File: src/hdl/slid_pkg.sv
// slid_pkg: shared types and constants for the sorted list core
// request and response structs, request and status codes, list sizing
// no dependencies
package slid_pkg;

    localparam int CAPACITY = 64;
    localparam int CNT_W    = $clog2(CAPACITY + 1);
    localparam int CMP_W    = (CNT_W > 7) ? CNT_W : 7;

    localparam logic [1:0] REQ_INSERT = 2'd0;
    localparam logic [1:0] REQ_DELETE = 2'd1;
    localparam logic [1:0] REQ_READ   = 2'd2;

    localparam logic [1:0] ST_OK    = 2'd0;
    localparam logic [1:0] ST_FULL  = 2'd1;
    localparam logic [1:0] ST_MISS  = 2'd2;
    localparam logic [1:0] ST_RANGE = 2'd3;

    typedef struct packed {
        logic [1:0]         req_type;
        logic signed [31:0] key;
        logic [5:0]         read_index;
    } t_req;

    typedef struct packed {
        logic [1:0]         status;
        logic [6:0]         position;
        logic [6:0]         count;
        logic signed [31:0] read_value;
    } t_rsp;

    // broadcast from the sequencer to every cell
    typedef struct packed {
        logic               cmp;
        logic               ins;
        logic               del;
        logic [1:0]         req_type;
        logic signed [31:0] key;
        logic [5:0]         read_index;
        logic [CNT_W-1:0]   count;
    } t_cell_ctl;

    // per cell contribution to the result
    typedef struct packed {
        logic               found;
        logic [CMP_W-1:0]   pos;
        logic signed [31:0] value;
    } t_cell_hit;

endpackage

File: src/hdl/slid_cell.sv
// slid_cell: one list slot, holding an entry and its compare flags
// shifts toward either neighbor on insert or delete
// depends on slid_pkg
module slid_cell (
    input  logic                         i_clk,
    input  logic [slid_pkg::CMP_W-1:0]   i_index,
    input  slid_pkg::t_cell_ctl          i_ctl,
    input  logic signed [31:0]           i_prev_entry,
    input  logic                         i_prev_t,
    input  logic signed [31:0]           i_next_entry,
    output logic signed [31:0]           o_entry,
    output logic                         o_t,
    output slid_pkg::t_cell_hit          o_hit
);

    logic signed [31:0] r_entry;
    logic               r_t;
    logic               r_eq;
    logic               r_sel;
    logic               w_valid;
    logic               w_b;

    assign w_valid = i_index < slid_pkg::CMP_W'(i_ctl.count);
    assign w_b     = r_t && !i_prev_t;

    always_ff @(posedge i_clk) begin
        if (i_ctl.cmp) begin
            if (i_ctl.req_type == slid_pkg::REQ_DELETE) begin
                r_t <= !w_valid || (i_ctl.key >= r_entry);
            end else begin
                r_t <= !w_valid || (i_ctl.key > r_entry);
            end
            r_eq  <= w_valid && (i_ctl.key == r_entry);
            r_sel <= i_index == slid_pkg::CMP_W'(i_ctl.read_index);
        end
        if (i_ctl.ins) begin
            if (w_b) begin
                r_entry <= i_ctl.key;
            end else if (r_t) begin
                r_entry <= i_prev_entry;
            end
        end else if (i_ctl.del) begin
            if (r_t) begin
                r_entry <= i_next_entry;
            end
        end
    end

    assign o_entry     = r_entry;
    assign o_t         = r_t;
    assign o_hit.found = w_b && r_eq;
    assign o_hit.pos   = w_b ? i_index : '0;
    assign o_hit.value = r_sel ? r_entry : 32'sd0;

endmodule

File: config.mk
export PLATFORM = sky130hd
export DESIGN_NAME = slid_cell
export DESIGN_NICKNAME = d
export VERILOG_FILES = /design/src/hdl/slid_pkg.sv /design/src/hdl/slid_cell.sv
export SDC_FILE = /design/constraint.sdc
export NUM_CORES = 1
export LEC_CHECK = 0
export BUFFER_PORTS_ARGS = -buffer_cell sky130_fd_sc_hd__buf_4
export CORE_MARGIN = 4
export CORE_UTILIZATION = 47
export DETAILED_ROUTE_END_ITERATION = 8
export GPL_TIMING_DRIVEN = 0
export HOLD_SLACK_MARGIN = 0.08
export PLACE_DENSITY_LB_ADDON = 0.25
export SLEW_MARGIN = 20
export SYNTH_ARGS = -nofsm -noshare
export SYNTH_HDL_FRONTEND = slang
export SYNTH_SLANG_ARGS = --single-unit
File: constraint.sdc
create_clock -name i_clk -period 3.25 [get_ports i_clk]
set_input_delay 0.325 -clock i_clk [delete_from_list [all_inputs] [get_ports i_clk]]
set_output_delay 0.325 -clock i_clk [all_outputs]
set_load 0.01 [all_outputs]
==> metrics.md <==
| Metric | Value |
|---|---|
| CTS tree | `yes` |
| CTS Buf Count | `5` |
| Placer congestion estimate | `0.808` |
| Die ar. | `0.00779 mm2` |
| DR iter-0 viols | `98` |
| Outcome | `complete, no violations` |
| Max-cap viol count | `0` |
| Net count after synthesis | `between 400 and 500` |
| Crit end category | `register` |
| Slowest stage cell on the critical path | `edfxtp_1` |
| Slew @ Worst Pin | `0.543 ns` |
| GRT Resource Usage Total | `0.243` |
| I/O pin total | `196` |
| Fmax | `about 440 MHz` |
| Crit Path Class | `reg2reg` |
| Layout cells sized above 1 | `0.385` |
| Sequential fraction of the synthesis area | `0.347` |
| Core Region | `approximately 0.006 mm2` |
| Initial antenna violation count | `0` |
| Cts repair resizes | `0` |
| Post-Synth Simple-Gate Area | `0.177` |
| Post-route setup TNS | `0 ns` |
| Post-route cell area | `0.00469 mm2` |
| Slew Viols, Final | `0` |
| Multi-input gate area | `around 0.0018 mm2` |
| Postcts setup bufs | `0` |
| Mux cell area share after synthesis | `0.106` |
| Post-DRT Antenna Nets | `0` |
| DRC | `0` |
| Hold Vio Cnt, Final | `0` |
| Slew headroom | `0.638` |
| Antenna Cells | `0` |
| CTS Sinks | `35` |
| Endpoints failing setup | `0` |
| Cell Chain, Critical Path | `inv_1 -> ha_1 -> a21oi_1 -> o21ai_0 -> a221o_1 -> a211o_1 -> a311oi_2 -> o311ai_1` |
| Vias | `3180` |
| Die Wd | `about 88 um` |
| Setup crit start | `o_entry[7]$_DFFE_PP_` |
| Reg clk slew, reported paths | `about 0.070 ns` |
| Synth Area in Compound Gates | `0.126` |
| Pint | `1040 uW` |
| Instance count of the mapped netlist | `335` |
| Largest net degree at the start of global routing | `23` |
| Commonest non-fill, non-tap cell in the layout | `buf_4` |
| Placed Area | `roughly 0.0046 mm2` |
| Design Power | `roughly 1500 uW` |
| First-pass GRT wire length | `14.6 mm` |
| Nets@finish | `698` |
| H-tree Lvls | `2` |
| Top cell type's share of synthesized area | `0.347` |
| Sw Ratio | `0.318` |
| Required @ worst endpoint | `3.27 ns` |
| Fill cells | `483` |
| Routed WL | `9.87 mm` |
| Clock buffer depth | `2` |
| Final setup skew | `slightly below 0.008 ns` |
| Crit start category | `register` |
| Unique masters post-synth | `31` |
| Hold_sp | `i_ctl[49]` |
| Yosys reg bits | `35` |
| Reg-to-Reg Start | `o_entry[7]$_DFFE_PP_` |
| # port buffers | `194` |
| LEAKAGE | `0.00238 uW` |
| Psw | `485 uW` |
| Grt ovf | `0` |
| Area contributors post-synth | `edfxtp_1 (35%), ha_1 (16%), mux2i_1 (11%)` |
| Main flop type after synthesis | `edfxtp_1` |
| Clock latency on the worst-skew pair | `a little under 0.3 ns` |
| Sequential cell area | `0.00105 mm2` |
| Area grow syn2layout | `54.8%` |
| Syn avg cell area | `9.03 um2` |
| Clock power frac | `0.201` |
| CP max FO | `3` |
| Min Tclk post-route | `2.27 ns` |
| Max IR drop VDD | `317 uV` |
| Cell taking the most area after synthesis | `edfxtp_1` |
| Post-synth EDFFs | `35` |
| Initial Util | `0.497` |
| Period utilization | `0.698` |
| Die Y | `88.2 um` |
| Xor-xnor portion of the synthesized cell area | `0.0174` |
| RSZ-0062 raised after global routing | `no` |
| Comb pwr share | `0.410` |
| Hold_buf cts | `0` |
| DP HPWL | `~8.3 mm` |
| Reg power frac | `0.389` |
| Row count | `28` |
| Most frequent cells in the layout | `buf_4 (194), a21oi_1 (46), inv_1 (40), and2_1 (40), ha_1 (38)` |
| Adder-Cell Fraction of Synth Area | `0.157` |
| Vias per cell | `5.19` |
| Main combinational cell family by area after synthesis | `simple AND/OR/NAND/NOR gates` |
| WP data arrival | `~2.3 ns` |
| Synth Warn # | `0` |
| Pwr dens | `325 mW/mm2` |
| Root buf cell | `clkbuf_8` |
| Worst hold path class | `in2reg` |
| Vias in the first global route | `3228` |
| DR WL/cell | `16.1 um` |
| Ys async rst share | `0` |
| DRT Pass-1 Iters | `5` |
| Mapped cell area | `0.00303 mm2` |
| Worst path max stage delay | `roughly 0.42 ns` |
worst max-delay path: cells and delay by family (launching register included):
kind / cells / cell delay [ns]
AO/OA/AOI/OAI: 6 / 1.26
flip-flops: 1 / 0.42
adder cells (fa/ha/maj): 1 / 0.23
buffers and inverters: 1 / 0.08
power by group through the flow:
stage / Sequential [uW] / Combinational (uW) / Clock (uW)
after floorplan: 617 / 278 / 0
after detailed placement: 603 / 628 / 0
final: 593 / 625 / 306
after CTS: 594 / 630 / 310
after global routing: 601 / 684 / 326
after global placement: 603 / 593 / 0
cells in the mapped netlist, types with 2 or more instances:
master / number
nand3_1: 4
nor2_1: 37
a211o_1: 2
nor4_1: 2
a21oi_1: 46
nand2_1: 9
a211oi_1: 2
a21o_1: 3
mux2i_1: 32
and2_1: 40
ha_1: 38
inv_1: 40
buf_2: 3
edfxtp_1: 35
o21ai_0: 4
clkbuf_1: 12
nand4_1: 6
nor2b_1: 2
xor2_1: 6
per-layer routing:
layer,part of all wire,track usage,routed length (um)
met5,0,0,0
met4,0.021,0.0824,208
met3,0.082,0.0559,809
met2,0.53,0.458,5250
met1,0.37,0.267,3610
area by class of cell:
class	instances	area share
clock inverters	2	0.00160
repair buffers	195	0.317
multi-input cells	245	0.377
well taps	75	0.0200
clock buffers	6	0.0155
plain buffers	15	0.0128
inverters	40	0.0320
flip-flops and latches	35	0.224
final timing paths:
| kind | endpoint | slack [ns] | cells after the start |
|---|---|---|---|
| setup / recovery | o_t$_DFFE_PP_ | 0.98 | 8 |
| setup reg to reg | o_t$_DFFE_PP_ | 0.98 | 8 |
| hold reg to reg | o_entry[3]$_DFFE_PP_ | 0.88 | 1 |
| hold / removal | r_eq$_DFFE_PP_ | 0.26 | 1 |
stage by stage:
stage               utilization  hold WS, ns  setup WS [ns]  instances
floorplan                     -        0.437           1.15        335
global placement          0.751        0.547          0.475        604
detailed placement        0.756        0.555          0.978        605
CTS                       0.769        0.253          0.998        613
global route              0.769        0.248          0.892        613
finish                    0.769        0.262          0.981        613
logic make-up after synthesis:
group | after synthesis
AO/OA/AOI/OAI | 65
XOR/XNOR | 6
adder cells (fa/ha/maj) | 38
buffers and inverters | 55
flip-flops | 35
multiplexers | 32
AND/OR/NAND/NOR | 104
flip-flops by register name (all words and copies together) (netlist names):
| register | flops |
|---|---|
| r_eq | 1 |
| r_sel | 1 |
| o_entry | 32 |
| o_t | 1 |
(Power assumes the default switching activity.)
